## src/rtl/core/tan_pkg.sv

```systemverilog
`default_nettype none

package tan_pkg;

  // request kinds carried in the input tuser
  typedef enum logic [1:0] {
    CMD_NEXT_HOP = 2'd0,
    CMD_ROUTER   = 2'd1,
    CMD_END_DEV  = 2'd2,
    CMD_UNUSED   = 2'd3
  } tan_cmd_e;

  // configuration register indexes
  localparam logic [2:0] REG_CHILD_CAP   = 3'd0;
  localparam logic [2:0] REG_ROUTER_CAP  = 3'd1;
  localparam logic [2:0] REG_DEPTH_CAP   = 3'd2;
  localparam logic [2:0] REG_OWN_DEPTH   = 3'd3;
  localparam logic [2:0] REG_OWN_ADDR    = 3'd4;
  localparam logic [2:0] REG_PARENT_ADDR = 3'd5;

  localparam logic [15:0] ADDR_INVALID = 16'hFFFF;

  // datapath operations, one per control word
  typedef enum logic [3:0] {
    OP_NONE,
    OP_LOAD,
    OP_CSK_PAR,
    OP_CSK_OWN,
    OP_CSK_ITER,
    OP_CSK_FIN,
    OP_SCAN_INIT,
    OP_SCAN,
    OP_RES_SCAN,
    OP_MUL_RTR,
    OP_MUL_END,
    OP_RES_PROD,
    OP_RES_BAD,
    OP_RES_PARENT,
    OP_RES_DEST,
    OP_EMIT
  } tan_op_e;

  // jump conditions
  typedef enum logic [3:0] {
    C_NEVER,
    C_ALWAYS,
    C_NO_IN,
    C_CMD_RTR,
    C_CMD_END,
    C_CMD_BAD,
    C_CNT_NZ,
    C_UP,
    C_NBR,
    C_SCAN_GO,
    C_OUT_BUSY
  } tan_cond_e;

  typedef logic [4:0] tan_pc_t;

  typedef struct packed {
    tan_op_e   op;
    tan_cond_e cond;
    tan_pc_t   target;
  } tan_cw_t;

  // status flags from the datapath to the sequencer
  typedef struct packed {
    logic in_valid;
    logic cmd_rtr;
    logic cmd_end;
    logic cmd_bad;
    logic cnt_nz;
    logic up;
    logic nbr;
    logic scan_go;
    logic out_busy;
  } tan_flags_t;

  // configuration registers as seen by the datapath
  typedef struct packed {
    logic [7:0]  child_cap;
    logic [7:0]  router_cap;
    logic [3:0]  depth_cap;
    logic [3:0]  own_depth;
    logic [15:0] own_addr;
    logic [15:0] parent_addr;
  } tan_cfg_t;

  // program addresses
  localparam tan_pc_t ST_IDLE       = 5'd0;
  localparam tan_pc_t ST_DISP_RTR   = 5'd1;
  localparam tan_pc_t ST_DISP_END   = 5'd2;
  localparam tan_pc_t ST_DISP_BAD   = 5'd3;
  localparam tan_pc_t ST_PAR_INIT   = 5'd4;
  localparam tan_pc_t ST_PAR_LOOP   = 5'd5;
  localparam tan_pc_t ST_PAR_FIN    = 5'd6;
  localparam tan_pc_t ST_UP         = 5'd7;
  localparam tan_pc_t ST_NBR        = 5'd8;
  localparam tan_pc_t ST_OWN_INIT   = 5'd9;
  localparam tan_pc_t ST_OWN_LOOP   = 5'd10;
  localparam tan_pc_t ST_OWN_FIN    = 5'd11;
  localparam tan_pc_t ST_SCAN_INIT  = 5'd12;
  localparam tan_pc_t ST_SCAN       = 5'd13;
  localparam tan_pc_t ST_SCAN_RES   = 5'd14;
  localparam tan_pc_t ST_MUL_RTR    = 5'd15;
  localparam tan_pc_t ST_RES_PROD   = 5'd16;
  localparam tan_pc_t ST_MUL_END    = 5'd17;
  localparam tan_pc_t ST_RES_BAD    = 5'd18;
  localparam tan_pc_t ST_RES_PARENT = 5'd19;
  localparam tan_pc_t ST_RES_DEST   = 5'd20;
  localparam tan_pc_t ST_EMIT       = 5'd21;
  localparam tan_pc_t ST_RETURN     = 5'd22;

  function automatic tan_cw_t cw(tan_op_e op, tan_cond_e cond, tan_pc_t target);
    tan_cw_t w;
    w.op     = op;
    w.cond   = cond;
    w.target = target;
    return w;
  endfunction

  // microcode rom: next pc is target when the condition holds, else pc + 1
  function automatic tan_cw_t tan_ucode(tan_pc_t pc);
    tan_cw_t w;
    unique case (pc)
      ST_IDLE:       w = cw(OP_LOAD,       C_NO_IN,    ST_IDLE);
      ST_DISP_RTR:   w = cw(OP_NONE,       C_CMD_RTR,  ST_MUL_RTR);
      ST_DISP_END:   w = cw(OP_NONE,       C_CMD_END,  ST_MUL_END);
      ST_DISP_BAD:   w = cw(OP_NONE,       C_CMD_BAD,  ST_RES_BAD);
      ST_PAR_INIT:   w = cw(OP_CSK_PAR,    C_NEVER,    ST_IDLE);
      ST_PAR_LOOP:   w = cw(OP_CSK_ITER,   C_CNT_NZ,   ST_PAR_LOOP);
      ST_PAR_FIN:    w = cw(OP_CSK_FIN,    C_NEVER,    ST_IDLE);
      ST_UP:         w = cw(OP_NONE,       C_UP,       ST_RES_PARENT);
      ST_NBR:        w = cw(OP_NONE,       C_NBR,      ST_RES_DEST);
      ST_OWN_INIT:   w = cw(OP_CSK_OWN,    C_NEVER,    ST_IDLE);
      ST_OWN_LOOP:   w = cw(OP_CSK_ITER,   C_CNT_NZ,   ST_OWN_LOOP);
      ST_OWN_FIN:    w = cw(OP_CSK_FIN,    C_NEVER,    ST_IDLE);
      ST_SCAN_INIT:  w = cw(OP_SCAN_INIT,  C_NEVER,    ST_IDLE);
      ST_SCAN:       w = cw(OP_SCAN,       C_SCAN_GO,  ST_SCAN);
      ST_SCAN_RES:   w = cw(OP_RES_SCAN,   C_ALWAYS,   ST_EMIT);
      ST_MUL_RTR:    w = cw(OP_MUL_RTR,    C_NEVER,    ST_IDLE);
      ST_RES_PROD:   w = cw(OP_RES_PROD,   C_ALWAYS,   ST_EMIT);
      ST_MUL_END:    w = cw(OP_MUL_END,    C_ALWAYS,   ST_RES_PROD);
      ST_RES_BAD:    w = cw(OP_RES_BAD,    C_ALWAYS,   ST_EMIT);
      ST_RES_PARENT: w = cw(OP_RES_PARENT, C_ALWAYS,   ST_EMIT);
      ST_RES_DEST:   w = cw(OP_RES_DEST,   C_NEVER,    ST_IDLE);
      ST_EMIT:       w = cw(OP_EMIT,       C_OUT_BUSY, ST_EMIT);
      ST_RETURN:     w = cw(OP_NONE,       C_ALWAYS,   ST_IDLE);
      default:       w = cw(OP_NONE,       C_ALWAYS,   ST_IDLE);
    endcase
    return w;
  endfunction

endpackage

`default_nettype wire

```

## src/rtl/core/tan_sequencer.sv

```systemverilog
`default_nettype none

module tan_sequencer (
  input  wire logic          clk_i,
  input  wire logic          rst_ni,
  input  tan_pkg::tan_flags_t flags_i,
  output tan_pkg::tan_op_e   op_o,
  output logic               idle_o
);
  import tan_pkg::*;

  tan_pc_t pc_q, pc_d;
  tan_cw_t cw_w;
  logic    take;

  // fetch the control word for the current step
  assign cw_w   = tan_ucode(pc_q);
  assign op_o   = cw_w.op;
  assign idle_o = (pc_q == ST_IDLE);

  // condition select
  always_comb begin
    unique case (cw_w.cond)
      C_NEVER:    take = 1'b0;
      C_ALWAYS:   take = 1'b1;
      C_NO_IN:    take = !flags_i.in_valid;
      C_CMD_RTR:  take = flags_i.cmd_rtr;
      C_CMD_END:  take = flags_i.cmd_end;
      C_CMD_BAD:  take = flags_i.cmd_bad;
      C_CNT_NZ:   take = flags_i.cnt_nz;
      C_UP:       take = flags_i.up;
      C_NBR:      take = flags_i.nbr;
      C_SCAN_GO:  take = flags_i.scan_go;
      C_OUT_BUSY: take = flags_i.out_busy;
      default:    take = 1'b0;
    endcase
  end

  // step counter with conditional jump
  assign pc_d = take ? cw_w.target : tan_pc_t'(pc_q + 5'd1);

  always_ff @(posedge clk_i or negedge rst_ni) begin
    if (!rst_ni) begin
      pc_q <= ST_IDLE;
    end else begin
      pc_q <= pc_d;
    end
  end

endmodule

`default_nettype wire

```

## src/rtl/core/tan_datapath.sv

```systemverilog
`default_nettype none

module tan_datapath (
  input  wire logic           clk_i,
  input  wire logic           rst_ni,
  input  tan_pkg::tan_cfg_t   cfg_i,
  input  tan_pkg::tan_op_e    op_i,
  input  wire logic           in_valid_i,
  input  wire logic [1:0]     in_cmd_i,
  input  wire logic [15:0]    in_dest_i,
  input  wire logic           in_nbr_i,
  input  wire logic [7:0]     in_num_i,
  input  wire logic [15:0]    in_cskip_i,
  output tan_pkg::tan_flags_t flags_o,
  output logic                out_valid_o,
  input  wire logic           out_ready_i,
  output logic [15:0]         out_addr_o,
  output logic                out_ok_o
);
  import tan_pkg::*;

  // latched item
  logic [1:0]  cmd_q;
  logic [15:0] dest_q;
  logic        nbr_q;
  logic [7:0]  num_q;
  logic [15:0] csk_q;

  // cskip engine and scan
  logic [15:0] sum_q, pw_q, cs_q, lo_q, prod_q;
  logic [3:0]  cnt_q;
  logic        zero_q;
  logic [7:0]  idx_q;

  // result and output register
  logic [15:0] res_addr_q, out_addr_q;
  logic        res_ok_q, out_ok_q, out_valid_q;

  logic        load;
  logic [3:0]  dpar;
  logic        zero_par, zero_own;
  logic [3:0]  e_par, e_own;
  logic [23:0] pw_mul, cs_mul, rtr_mul, end_mul;
  logic [15:0] hi_w;
  logic        hit, scan_go, down, out_busy;
  logic [16:0] down_lim;

  assign load = (op_i == OP_LOAD) && in_valid_i;

  // exponent set-up for parent depth and own depth
  assign dpar     = cfg_i.own_depth - 4'd1;
  assign zero_par = (cfg_i.own_depth == 4'd0) || (dpar >= cfg_i.depth_cap);
  assign zero_own = (cfg_i.own_depth >= cfg_i.depth_cap);
  assign e_par    = cfg_i.depth_cap - dpar - 4'd1;
  assign e_own    = cfg_i.depth_cap - cfg_i.own_depth - 4'd1;

  // one multiplier each, registered
  assign pw_mul  = pw_q * cfg_i.router_cap;
  assign cs_mul  = sum_q * cfg_i.child_cap;
  assign rtr_mul = csk_q * num_q;
  assign end_mul = csk_q * cfg_i.router_cap;

  // downward range and child block scan
  assign down_lim = {1'b0, cfg_i.own_addr} + {1'b0, cs_q};
  assign down     = (dest_q > cfg_i.own_addr) && ({1'b0, dest_q} < down_lim);
  assign hi_w     = lo_q + cs_q;
  assign hit      = (dest_q > lo_q) && (dest_q < hi_w);
  assign scan_go  = (idx_q != cfg_i.router_cap) && !hit;
  assign out_busy = out_valid_q && !out_ready_i;

  // flags for the sequencer
  always_comb begin
    flags_o.in_valid = in_valid_i;
    flags_o.cmd_rtr  = (cmd_q == CMD_ROUTER);
    flags_o.cmd_end  = (cmd_q == CMD_END_DEV);
    flags_o.cmd_bad  = (cmd_q == CMD_UNUSED);
    flags_o.cnt_nz   = (cnt_q != 4'd0);
    flags_o.up       = (cfg_i.own_addr != 16'd0) && !down;
    flags_o.nbr      = nbr_q;
    flags_o.scan_go  = scan_go;
    flags_o.out_busy = out_busy;
  end

  // payload registers driven by the current operation
  always_ff @(posedge clk_i) begin
    if (load) begin
      cmd_q  <= in_cmd_i;
      dest_q <= in_dest_i;
      nbr_q  <= in_nbr_i;
      num_q  <= in_num_i;
      csk_q  <= in_cskip_i;
    end
    case (op_i)
      OP_CSK_PAR: begin
        sum_q  <= 16'd0;
        pw_q   <= 16'd1;
        zero_q <= zero_par;
        cnt_q  <= zero_par ? 4'd0 : e_par;
      end
      OP_CSK_OWN: begin
        sum_q  <= 16'd0;
        pw_q   <= 16'd1;
        zero_q <= zero_own;
        cnt_q  <= zero_own ? 4'd0 : e_own;
      end
      OP_CSK_ITER: begin
        if (cnt_q != 4'd0) begin
          sum_q <= sum_q + pw_q;
          pw_q  <= pw_mul[15:0];
          cnt_q <= cnt_q - 4'd1;
        end
      end
      OP_CSK_FIN: begin
        cs_q <= zero_q ? 16'd0 : cs_mul[15:0] + 16'd1;
      end
      OP_SCAN_INIT: begin
        lo_q  <= cfg_i.own_addr + 16'd1;
        idx_q <= 8'd0;
      end
      OP_SCAN: begin
        if (scan_go) begin
          lo_q  <= hi_w;
          idx_q <= idx_q + 8'd1;
        end
      end
      OP_RES_SCAN: begin
        res_ok_q   <= hit && (idx_q != cfg_i.router_cap);
        res_addr_q <= (hit && (idx_q != cfg_i.router_cap)) ? lo_q : ADDR_INVALID;
      end
      OP_MUL_RTR: prod_q <= rtr_mul[15:0];
      OP_MUL_END: prod_q <= end_mul[15:0];
      OP_RES_PROD: begin
        res_ok_q   <= 1'b1;
        res_addr_q <= cfg_i.own_addr + prod_q + 16'd1
                      + ((cmd_q == CMD_END_DEV) ? {8'd0, num_q} : 16'd0);
      end
      OP_RES_BAD: begin
        res_ok_q   <= 1'b0;
        res_addr_q <= ADDR_INVALID;
      end
      OP_RES_PARENT: begin
        res_ok_q   <= 1'b1;
        res_addr_q <= cfg_i.parent_addr;
      end
      OP_RES_DEST: begin
        res_ok_q   <= 1'b1;
        res_addr_q <= dest_q;
      end
      OP_EMIT: begin
        if (!out_busy) begin
          out_addr_q <= res_addr_q;
          out_ok_q   <= res_ok_q;
        end
      end
      default: ;
    endcase
  end

  // output register valid
  always_ff @(posedge clk_i or negedge rst_ni) begin
    if (!rst_ni) begin
      out_valid_q <= 1'b0;
    end else if ((op_i == OP_EMIT) && !out_busy) begin
      out_valid_q <= 1'b1;
    end else if (out_ready_i) begin
      out_valid_q <= 1'b0;
    end
  end

  assign out_valid_o = out_valid_q;
  assign out_addr_o  = out_addr_q;
  assign out_ok_o    = out_ok_q;

endmodule

`default_nettype wire

```

## src/rtl/core/tree_address_next_hop_unit.sv

```systemverilog
`default_nettype none

// channel   | direction | handshake                     | payload
// ----------+-----------+-------------------------------+------------------------------
// s_axis    | in        | s_axis_tvalid / s_axis_tready | tdata: dest, nbr, num, cskip
//           |           |                               | tuser: cmd
// m_axis    | out       | m_axis_tvalid / m_axis_tready | tdata: result_addr
//           |           |                               | tuser: result_valid
// cfg       | in        | cfg_we_i (no wait)            | cfg_idx_i, cfg_data_i
//
// one item at a time, s_axis_tready high only in the idle step; a router child or an end-device
// child goes from dispatch to its multiply step, a next hop first runs the parent cskip loop to
// choose up or neighbour, and a child scan then runs the own cskip loop and steps past up to Rm
// child blocks; after the emit step the sequencer returns to the idle step through its return step.
// reset returns the configuration to its default values and empties the output register.
// a stalled result holds in the output register; the sequencer waits in its emit step.

module tree_address_next_hop_unit (
  input  wire logic        clk_i,
  input  wire logic        rst_ni,
  input  wire logic        s_axis_tvalid,
  output logic             s_axis_tready,
  input  wire logic [47:0] s_axis_tdata,   // dest[15:0], nbr[16], num[24:17], cskip[40:25]
  input  wire logic [1:0]  s_axis_tuser,   // cmd[1:0]
  output logic             m_axis_tvalid,
  input  wire logic        m_axis_tready,
  output logic [15:0]      m_axis_tdata,   // result_addr[15:0]
  output logic [0:0]       m_axis_tuser,   // result_valid[0]
  input  wire logic        cfg_we_i,
  input  wire logic [2:0]  cfg_idx_i,
  input  wire logic [15:0] cfg_data_i
);
  import tan_pkg::*;

  tan_cfg_t   cfg_q;
  tan_op_e    op;
  tan_flags_t flags;
  logic       idle;
  logic       out_ok;

  // configuration registers
  always_ff @(posedge clk_i or negedge rst_ni) begin
    if (!rst_ni) begin
      cfg_q.child_cap   <= 8'd20;
      cfg_q.router_cap  <= 8'd6;
      cfg_q.depth_cap   <= 4'd5;
      cfg_q.own_depth   <= 4'd0;
      cfg_q.own_addr    <= 16'd0;
      cfg_q.parent_addr <= 16'd0;
    end else if (cfg_we_i) begin
      case (cfg_idx_i)
        REG_CHILD_CAP:   cfg_q.child_cap   <= cfg_data_i[7:0];
        REG_ROUTER_CAP:  cfg_q.router_cap  <= cfg_data_i[7:0];
        REG_DEPTH_CAP:   cfg_q.depth_cap   <= cfg_data_i[3:0];
        REG_OWN_DEPTH:   cfg_q.own_depth   <= cfg_data_i[3:0];
        REG_OWN_ADDR:    cfg_q.own_addr    <= cfg_data_i;
        REG_PARENT_ADDR: cfg_q.parent_addr <= cfg_data_i;
        default: ;
      endcase
    end
  end

  // step counter and control rom
  tan_sequencer u_seq (
    .clk_i   (clk_i),
    .rst_ni  (rst_ni),
    .flags_i (flags),
    .op_o    (op),
    .idle_o  (idle)
  );

  // registers and arithmetic
  tan_datapath u_dp (
    .clk_i       (clk_i),
    .rst_ni      (rst_ni),
    .cfg_i       (cfg_q),
    .op_i        (op),
    .in_valid_i  (s_axis_tvalid),
    .in_cmd_i    (s_axis_tuser),
    .in_dest_i   (s_axis_tdata[15:0]),
    .in_nbr_i    (s_axis_tdata[16]),
    .in_num_i    (s_axis_tdata[24:17]),
    .in_cskip_i  (s_axis_tdata[40:25]),
    .flags_o     (flags),
    .out_valid_o (m_axis_tvalid),
    .out_ready_i (m_axis_tready),
    .out_addr_o  (m_axis_tdata),
    .out_ok_o    (out_ok)
  );

  assign s_axis_tready   = idle;
  assign m_axis_tuser[0] = out_ok;

endmodule

`default_nettype wire

```

## config.mk

```make
export PLATFORM = sky130hd
export DESIGN_NAME = tree_address_next_hop_unit
export DESIGN_NICKNAME = d
export VERILOG_FILES = /design/src/rtl/core/tan_pkg.sv /design/src/rtl/core/tan_sequencer.sv /design/src/rtl/core/tan_datapath.sv /design/src/rtl/core/tree_address_next_hop_unit.sv
export SDC_FILE = /design/constraint.sdc
export NUM_CORES = 1
export LEC_CHECK = 0
export BUFFER_PORTS_ARGS = -buffer_cell sky130_fd_sc_hd__buf_2
export CAP_MARGIN = 20
export CORE_MARGIN = 2
export CORE_UTILIZATION = 49
export CTS_CLUSTER_SIZE = 16
export DETAILED_ROUTE_END_ITERATION = 8
export PLACE_DENSITY = 0.72
export SYNTH_ARGS = -nofsm -noshare
export SYNTH_HDL_FRONTEND = slang
export SYNTH_SLANG_ARGS = --single-unit
```

## constraint.sdc

```tcl
create_clock -name clk_i -period 11.45 [get_ports clk_i]
set_clock_uncertainty 0.15 [all_clocks]
set_input_delay 2.29 -clock clk_i [delete_from_list [all_inputs] [get_ports clk_i]]
set_output_delay 2.29 -clock clk_i [all_outputs]
set_load 0.02 [all_outputs]
```

==> results of run 1 <==
registers in the layout, indices dropped and copies added, names as in the netlist:
| name | count |
|---|---|
| u_dp.prod_q | 16 |
| u_dp.out_addr_o | 16 |
| u_dp.res_addr_q | 16 |
| u_dp.lo_q | 16 |
| u_dp.out_ok_o | 1 |
| u_dp.cnt_q | 4 |
| u_dp.idx_q | 8 |
| u_dp.pw_q | 16 |
| u_dp.zero_q | 1 |
| u_seq.pc_q | 5 |
| u_dp.out_valid_o | 1 |
| u_dp.sum_q | 16 |
| u_dp.dest_q | 16 |
| u_dp.cmd_q | 2 |
| u_dp.csk_q | 16 |
| u_dp.num_q | 8 |
| u_dp.res_ok_q | 1 |
| u_dp.cs_q | 16 |
| u_dp.nbr_q | 1 |
| cfg_q | 56 |
final timing paths:
kind | startpoint | endpoint | slack [ps] | depth (start not counted)
worst max-delay path | cfg_q[43]$_DFFE_PN0P_ | u_dp.prod_q[15]$_DFFE_PP_ | 5800 | 16
min in group asynchronous | rst_ni | u_seq.pc_q[1]$_DFF_PN0_ | 1730 | 2
max in group asynchronous | rst_ni | cfg_q[37]$_DFFE_PN0P_ | 8850 | 2
worst min register to register | u_dp.res_addr_q[9]$_DFFE_PP_ | u_dp.out_addr_o[9]$_DFFE_PP_ | 270 | 0
worst max register to register | cfg_q[43]$_DFFE_PN0P_ | u_dp.prod_q[15]$_DFFE_PP_ | 5800 | 16
worst min-delay path | u_dp.res_addr_q[9]$_DFFE_PP_ | u_dp.out_addr_o[9]$_DFFE_PP_ | 270 | 0
worst max-delay path, delay by kind of cell (launching register included):
kind                       cells  cell delay, ps
adders and majority gates      5            2270
AOI/OAI and AO/OA              6            1380
DFF                            1             780
and+or+nand+nor                1             350
muxes                          1             290
xor gates and xnor gates       1             140
buffers and inverters          2              90
metrics by stage:
| stage | worst slack (ps) | util, % |
|---|---|---|
| floorplan | 4236 | - |
| global placement | 5864 | 51.58 |
| detailed placement | 5863 | 51.58 |
| CTS | 5855 | 53.45 |
| global route | 5452 | 53.47 |
| finish | 5798 | 53.48 |
Yosys cell counts (43+ instances only):
master / count / share of area (%)
nand2_1: 313 / 4.6
xor2_1: 69 / 2.4
edfxtp_1: 170 / 20
dfrtp_1: 56 / 5.5
a21oi_1: 96 / 1.9
and2_1: 212 / 5.2
o21ai_0: 87 / 1.7
fa_1: 253 / 20
ha_1: 256 / 13
nor3_1: 43 / 0.85
clkbuf_1: 69 / 1.0
inv_1: 313 / 4.6
xnor2_1: 116 / 4.0
nor2_1: 133 / 2.0
per-layer routing:
layer	global-route usage (%)	vias up	wire length [µm]
met5	0	-	0
met4	8.286	0	2460
met3	2.264	157	3305
met2	41.86	578	29960
met1	31.56	9480	26290
li1	-	8728	-
final cells by class:
cell class,instances,area share [%]
multi-input cells,1964,62.65
flip-flops and latches,232,24.34
inverters,314,4.305
clock buffers,39,3.167
well taps,680,3.107
repair buffers,104,2.088
clock inverters,11,0.3336
diodes,1,0.009140
logic make-up after synthesis:
kind of cell	after synthesis	synth area share (%)
AND/OR/NAND/NOR	848	16.53
adder cells (fa/ha/maj)	509	32.69
buffers and inverters	394	6.000
AO/OA/AOI/OAI	366	9.517
flip-flops	232	26.34
XOR/XNOR	185	6.405
multiplexers	56	2.523
==> results.toml, run 1 <==
[floorplan]
die_h_um = 231.2
pin_count = 93
placeableCoreArea_um2 = 51200
start_util_pct = 49.41
num_rows = 83
die_x_um = 231.2
dieArea_um2 = 53460

[route]
wirelength_um = 62020
wl_per_cell_um = 18.54
detailedRoute.firstIterationViolations = 1534
viasPerCell = 5.663
vias = 18940
firstDrtPassIters = 7
ant_nets = 0
remaining_drc_errors = 0

[timing]
fmax_mhz = 176.9
fin_tns_setup_ps = 0
hold_viol = 0
finalCriticalPeriod_ps = 5652
relSlewSlack_pct = 28.00
post-route-period-util_pct = 49.36
finalMaxSlewViolations = 0
tightest_slew_ps = 1065
holdWs_ps = 268.7
grt_setup_unrepaired = "false"
setup_viol = 0

[worst_setup_path]
critPathArrivalTime_ps = 5860
crit_slowest_cell = "dfrtp_1"
path_cells = "and2_1 -> fa_1 -> fa_1 -> inv_1 -> fa_1 -> fa_1 -> inv_1 -> ha_1 -> o21a_1 -> o21ai_0 -> a2111oi_0 -> o21a_1 -> o21a_1 -> o41ai_1 -> xnor2_1 -> mux2i_1"
crit_top_cell = "fa_1"
max_stage_delay_ps = 780
path_class = "flop to flop"
path_max_fanout = 29
start_kind = "flop"
end_kind = "flop"
worstPathRequired_ps = 11660

[clock_tree]
htreeDepth = 1
cts_buffers = 27
root_buffer = "clkbuf_16"
cts_hold_buf = 0
clkSinkCount = 232
clk_pin_slew_ps = 60
cts_tree = "built"
clockBufferDepth = 3
cts_setup_buffers = 0
cts_resized = 0
insertion_delay_ps = 580

[min_path]
hp-class = "flop to flop"

[grt]
grt_start_max_net_pins = 63
grt_usage_pct = 24.11
antenna_found_initial = 0
grt-ovfl-total = 0
first_global_vias = 20000
grt_pass1_wl_um = 103500

[synthesis]
syn-cell-area_um2 = 25300
synth_fp_nets = 3173
yosysWarnings = 0
avgSynthCellArea_um2 = 9.767
synth_edf_count = 170
async_flop_share_pct = 26.72
yosysSeqAreaShare_pct = 26.34
syn-instance-count = 2590
synth-main-ff-cell = "edfxtp_1"
ys_seq_elements = 232
synth_cell_types = 87

[layout]
fin_area_um2 = 27380
area_delta_synth_final_pct = 8.241
final_nets = 3226
nFillCells = 4555
ff_latch_area_um2 = 6664
final_cell_mix = "inv_1 (313), nand2_1 (313), ha_1 (256)"
layout-drive-gt1-share_pct = 8.671
final_cells = 3345
multiInputGateArea_um2 = 17150

[placed_design]
placed_cell_area_um2 = 26410
hpwl_um = 47420
dp_cells = 3293
place.port_buffers = 85
gp_congestion = 0.9347

[outcome]
outcome = "completed"

[job]
cap_violations = 0
Power of run 1 is not shown: default switching activity piles up to over one toggle a cycle in this logic, so the estimate is an artifact.
==> inputs of run 2 (changes only) <==
- clock period: 11.45 -> 5.3 ns (I/O delays scaled with it)
==> run 2 against run 1 <==
Compared with the run above:
- count of clock-buffer cells in the layout is the same
- sequential cell count is the same
- worst hold slack gained 2.5 ps
- core utilization grew 0.99 points
- routed wire length grew 2.2%
- non-clock buffer count grew 67
- global-route usage grew 0.21 points
- largest cell class unchanged
- maximum frequency grew 9.0%
==> results.toml, run 2 (synthesis results as in run 1) <==
[grt]
grt_usage_pct = 24.32
grt-ovfl-total = 0
first_global_vias = 20270
met1_usage_pct = 31.17
grt_use_met2_pct = 42.49
grt_pass1_wl_um = 104100
grt_start_max_net_pins = 63
busiest_layer = "met2"
grt_util_met3_pct = 2.731
antenna_found_initial = 2

[worst_setup_path]
path_class = "flop to flop"
max_stage_delay_ps = 560
crit_top_cell = "fa_1"
path_max_fanout = 6
crit_slowest_cell = "fa_1"
start_kind = "flop"
worstPathRequired_ps = 5530
end_kind = "flop"
path_cells = "buf_2 -> and2_1 -> fa_1 -> fa_1 -> fa_1 -> fa_1 -> ha_1 -> nor2_1 -> a2111oi_1 -> buf_4 -> o21a_1 -> o21a_1 -> o41ai_2 -> xnor2_1 -> mux2i_1"
critPathArrivalTime_ps = 5410

[route]
viasPerCell = 5.612
ant_nets = 0
vias = 19150
wl_per_cell_um = 18.56
remaining_drc_errors = 0
firstDrtPassIters = 6
wirelength_um = 63350
detailedRoute.firstIterationViolations = 1338

[floorplan]
die_h_um = 231.2
start_util_pct = 49.41
num_rows = 83
pin_count = 93
dieArea_um2 = 53460
die_x_um = 231.2
placeableCoreArea_um2 = 51200

[timing]
fin_tns_setup_ps = 0
hold_viol = 0
finalCriticalPeriod_ps = 5183
fmax_mhz = 192.9
tightest_slew_ps = 1061
grt_setup_unrepaired = "false"
finalMaxSlewViolations = 0
relSlewSlack_pct = 28.60
setup_viol = 0
post-route-period-util_pct = 97.79

[placed_design]
gp_congestion = 0.9355
place.port_buffers = 85
hpwl_um = 49760

[clock_tree]
cts_tree = "built"
cts_buffers = 28
clk_pin_slew_ps = 60
cts_hold_buf = 0
root_buffer = "clkbuf_16"
clockBufferDepth = 3
insertion_delay_ps = 600
htreeDepth = 1
clkSinkCount = 232

[min_path]
hp-class = "flop to flop"

[layout]
final_cell_mix = "inv_1 (313), nand2_1 (313), ha_1 (256)"
ff_latch_area_um2 = 6670
largest_register = "cfg_q"
area_delta_synth_final_pct = 10.25
nFillCells = 4468
layout-drive-gt1-share_pct = 11.09
final_nets = 3294
largest_reg_flops = 56
multiInputGateArea_um2 = 17200
num_antenna_cells = 0

[job]
cap_violations = 0

[outcome]
outcome = "completed"
## run 2: area by class of cell
cell class | instances | area share [%]
clock buffers | 39 | 2.804
repair buffers | 171 | 3.867
clock inverters | 13 | 0.4621
multi-input cells | 1964 | 61.67
flip-flops and latches | 232 | 23.92
well taps | 680 | 3.051
inverters | 314 | 4.226
## run 2: metrics by stage
step / hold WS, ps / cell area [µm²] / setup WS, ps / util (%) / std cells
2_1_floorplan: 250.3 / 25310 / 361.1 / - / 2590
3_3_place_gp: 253.7 / 26860 / 87.61 / 52.46 / 3350
3_5_place_dp: 257.5 / 26860 / 37.04 / 52.46 / 3350
4_1_cts: 272.6 / 27770 / 49.77 / 54.24 / 3402
5_1_grt: 281.7 / 27890 / 7.985 / 54.47 / 3413
6_report: 271.2 / 27890 / 117.0 / 54.47 / 3413
## run 2: routing by layer
metal,wire [µm],vias to the layer above
li1,-,8841
met4,2352,2
met5,13,-
met1,26160,9536
met3,3700,150
met2,31130,624
## run 2: worst max-delay path: cells and delay by family (launching register included)
kind                       cells  cell delay (ps)
adders and majority gates      5             2350
AOI/OAI and AO/OA              4              820
DFF                            1              540
buffers and inverters          2              440
muxes                          1              300
and+or+nand+nor                2              250
xor gates and xnor gates       1              130
## run 2: final timing paths
kind / cells past startpoint / start / slack [ps] / to
max: 15 / u_dp.csk_q[4]$_DFFE_PP_ / 120 / u_dp.prod_q[15]$_DFFE_PP_
max in group asynchronous: 2 / rst_ni / 3850 / cfg_q[46]$_DFFE_PN0P_
max reg2reg: 15 / u_dp.csk_q[4]$_DFFE_PP_ / 120 / u_dp.prod_q[15]$_DFFE_PP_
min in group asynchronous: 2 / rst_ni / 490 / u_seq.pc_q[4]$_DFF_PN0_
min reg2reg: 0 / u_dp.res_addr_q[12]$_DFFE_PP_ / 270 / u_dp.out_addr_o[12]$_DFFE_PP_
min: 0 / u_dp.res_addr_q[12]$_DFFE_PP_ / 270 / u_dp.out_addr_o[12]$_DFFE_PP_
## run 2: repair_timing
item	in CTS	in global routing
resized for setup	0	10
setup buffers	0	9
setup endpoints to repair	0	5
Power of run 2 is left out for the same reason.
==> inputs of run 3 (changes only) <==
- ABC_AREA: unset -> 1
==> run 3 against run 2 <==
Compared with the run above:
- synthesized area is 3.9% higher
- via count is 9.5% higher
- routed wire length is 1.0% higher
- worst hold slack worse by 0.52 ps
- sequential cell count stayed put
- critical endpoint is now u_dp.prod_q[14]$_DFFE_PP_
- first-iteration DRC count is 20% higher
- cell count is 18% higher
- design area is 2.5% higher
==> results.toml, run 3 <==
[outcome]
outcome = "completed"

[synthesis]
async_flop_share_pct = 26.72
synth_top_family_by_area = "adder cells"
synth_edf_count = 170
yosysSeqAreaShare_pct = 25.36
synth_cell_types = 57
yosysMostFrequentCell = "nand2_1"
yosysWarnings = 0
synth_fa_ha_area_share_pct = 31.47
synth_commonest_cells = "nand2_1 (839), inv_1 (660), ha_1 (256)"
synthTopCellsByArea = "edfxtp_1 (19%), fa_1 (19%), ha_1 (12%)"
synth-simple-area-share_pct = 18.24
syn-instance-count = 3269
syn-cell-area_um2 = 26280
synth-main-ff-cell = "edfxtp_1"
avgSynthCellArea_um2 = 8.038
synth.area.mux_share_pct = 0.07619
netlist.area_leader.share_pct = 19.43
synth_top_cell_by_area = "edfxtp_1"
synthXorXnorAreaFrac_pct = 3.933
synth_fp_nets = 3852
ys_seq_elements = 232
synth_compound_area_share_pct = 9.500

[timing]
fmax_mhz = 198.9
hold_viol = 0
layout_setup_ws_ps = 271.6
grt_setup_unrepaired = "false"
fin_tns_setup_ps = 0
post-route-period-util_pct = 94.88
setup_viol = 0
relSlewSlack_pct = 36.16
finalCriticalPeriod_ps = 5028
tightest_slew_ps = 955.4
finalMaxSlewViolations = 0

[layout]
area_delta_synth_final_pct = 8.781
multiInputGateArea_um2 = 16630
final_nets = 3912
largest_reg_flops = 56
nFillCells = 4842
final_common_cell = "nand2_1"
layout-drive-gt1-share_pct = 7.637
final_cell_mix = "nand2_1 (839), inv_1 (660), ha_1 (256)"
largest_register = "cfg_q"
fin_util_pct = 54.17
fin_area_um2 = 28580
ff_latch_area_um2 = 6665

[floorplan]
dieArea_um2 = 55490
start_util_pct = 49.80
num_rows = 84
die_h_um = 235.6
pin_count = 93
die_x_um = 235.6
placeableCoreArea_um2 = 52760

[worst_setup_path]
r2r_cells = 17
path_max_fanout = 10
end_kind = "flop"
critPathArrivalTime_ps = 5170
start_kind = "flop"
worst_r2r_endpoint = "u_dp.prod_q[14]$_DFFE_PP_"
crit_buf_inv = 1
worst_path_dominant_cell_family = "adder cells"
r2r-start = "u_dp.num_q[7]$_DFFE_PP_"
worstPathRequired_ps = 5450
path_class = "flop to flop"
max_stage_delay_ps = 650
path_cells = "nand2_1 -> fa_1 -> inv_1 -> fa_1 -> fa_1 -> fa_1 -> ha_1 -> a21oi_1 -> nor2_1 -> a211oi_1 -> nand3_1 -> nand2_1 -> nand2_1 -> a21oi_1 -> a21oi_1 -> o21ai_0 -> nand2_1"
r2r_slack_ps = 270
crit_slowest_cell = "edfxtp_1"

[grt]
grt_pass1_wl_um = 106000
grt_start_max_net_pins = 63
antenna_found_initial = 2
first_global_vias = 20930
grt-ovfl-total = 0
grt_usage_pct = 23.52

[min_path]
hp-start = "u_dp.res_addr_q[15]$_DFFE_PP_"
whs_path_depth = 0
hp-class = "flop to flop"
whs_endpoint = "u_dp.out_addr_o[15]$_DFFE_PP_"

[route]
detailedRoute.firstIterationViolations = 1601
wirelength_um = 63990
ant_nets = 0
vias = 20970
firstDrtPassIters = 8
wl_per_cell_um = 15.84
viasPerCell = 5.189
remaining_drc_errors = 0

[placed_design]
place.port_buffers = 85
dp_slack_ps = 240.1
hpwl_um = 50580
gp_congestion = 0.9129
placed_cell_area_um2 = 27450

[clock_tree]
clockBufferDepth = 3
cts_tree = "built"
clk_pin_slew_ps = 60
insertion_delay_ps = 590
htreeDepth = 1
root_buffer = "clkbuf_16"
cts_hold_buf = 0
clkSinkCount = 232
cts_buffers = 29

[job]
cap_violations = 0
-- run 3: logic make-up after synthesis --
kind of cell             count (synthesis)
flip-flops                             232
multiplexers                             2
AO/OA/AOI/OAI                          446
adder cells (fa/ha/maj)                509
buffers and inverters                  787
XOR/XNOR                               118
AND/OR/NAND/NOR                       1175
-- run 3: cell type report --
cell class	count	area share (%)
inverters	681	8.952
clock inverters	16	0.5165
clock buffers	38	3.020
repair buffers	135	2.977
multi-input cells	2250	58.19
diodes	1	0.008755
flip-flops and latches	232	23.32
well taps	688	3.012
-- run 3: per-layer routing --
| layer | GRT usage [%] | routed length (µm) | vias to the layer above |
|---|---|---|---|
| li1 | - | - | 10350 |
| met1 | 30.86 | 27710 | 9879 |
| met2 | 39.73 | 30010 | 617 |
| met3 | 3.694 | 3973 | 124 |
| met4 | 7.914 | 2297 | 0 |
| met5 | 0 | 0 | - |
-- run 3: worst max-delay path by stage --
stage	startpoint	endpoint	cells past startpoint
after floorplan	u_seq.pc_q[1]$_DFF_PN0_	u_dp.cmd_q[0]$_DFFE_PP_	11
after global placement	u_dp.csk_q[4]$_DFFE_PP_	u_dp.prod_q[13]$_DFFE_PP_	17
after detailed placement	u_dp.csk_q[4]$_DFFE_PP_	u_dp.prod_q[14]$_DFFE_PP_	17
after CTS	u_dp.csk_q[4]$_DFFE_PP_	u_dp.prod_q[13]$_DFFE_PP_	17
after global routing	u_dp.num_q[5]$_DFFE_PP_	u_dp.prod_q[12]$_DFFE_PP_	14
final	u_dp.num_q[7]$_DFFE_PP_	u_dp.prod_q[14]$_DFFE_PP_	17
-- run 3: what timing repair did --
action | 4_1_cts | 5_1_grt
setup buffers | 0 | 13
resized for setup | 0 | 2
endpoints found under the setup margin | 0 | 3
endpoints found under the hold margin | 0 | 0
-- run 3: per-stage QoR --
step / std cells / hold WS [ps]
floorplan: 3269 / 250.3
global placement: 3973 / 252.3
detailed placement: 3973 / 257.1
CTS: 4027 / 271.6
global route: 4040 / 285.6
finish: 4041 / 270.6
Power of run 3 is left out for the same reason.
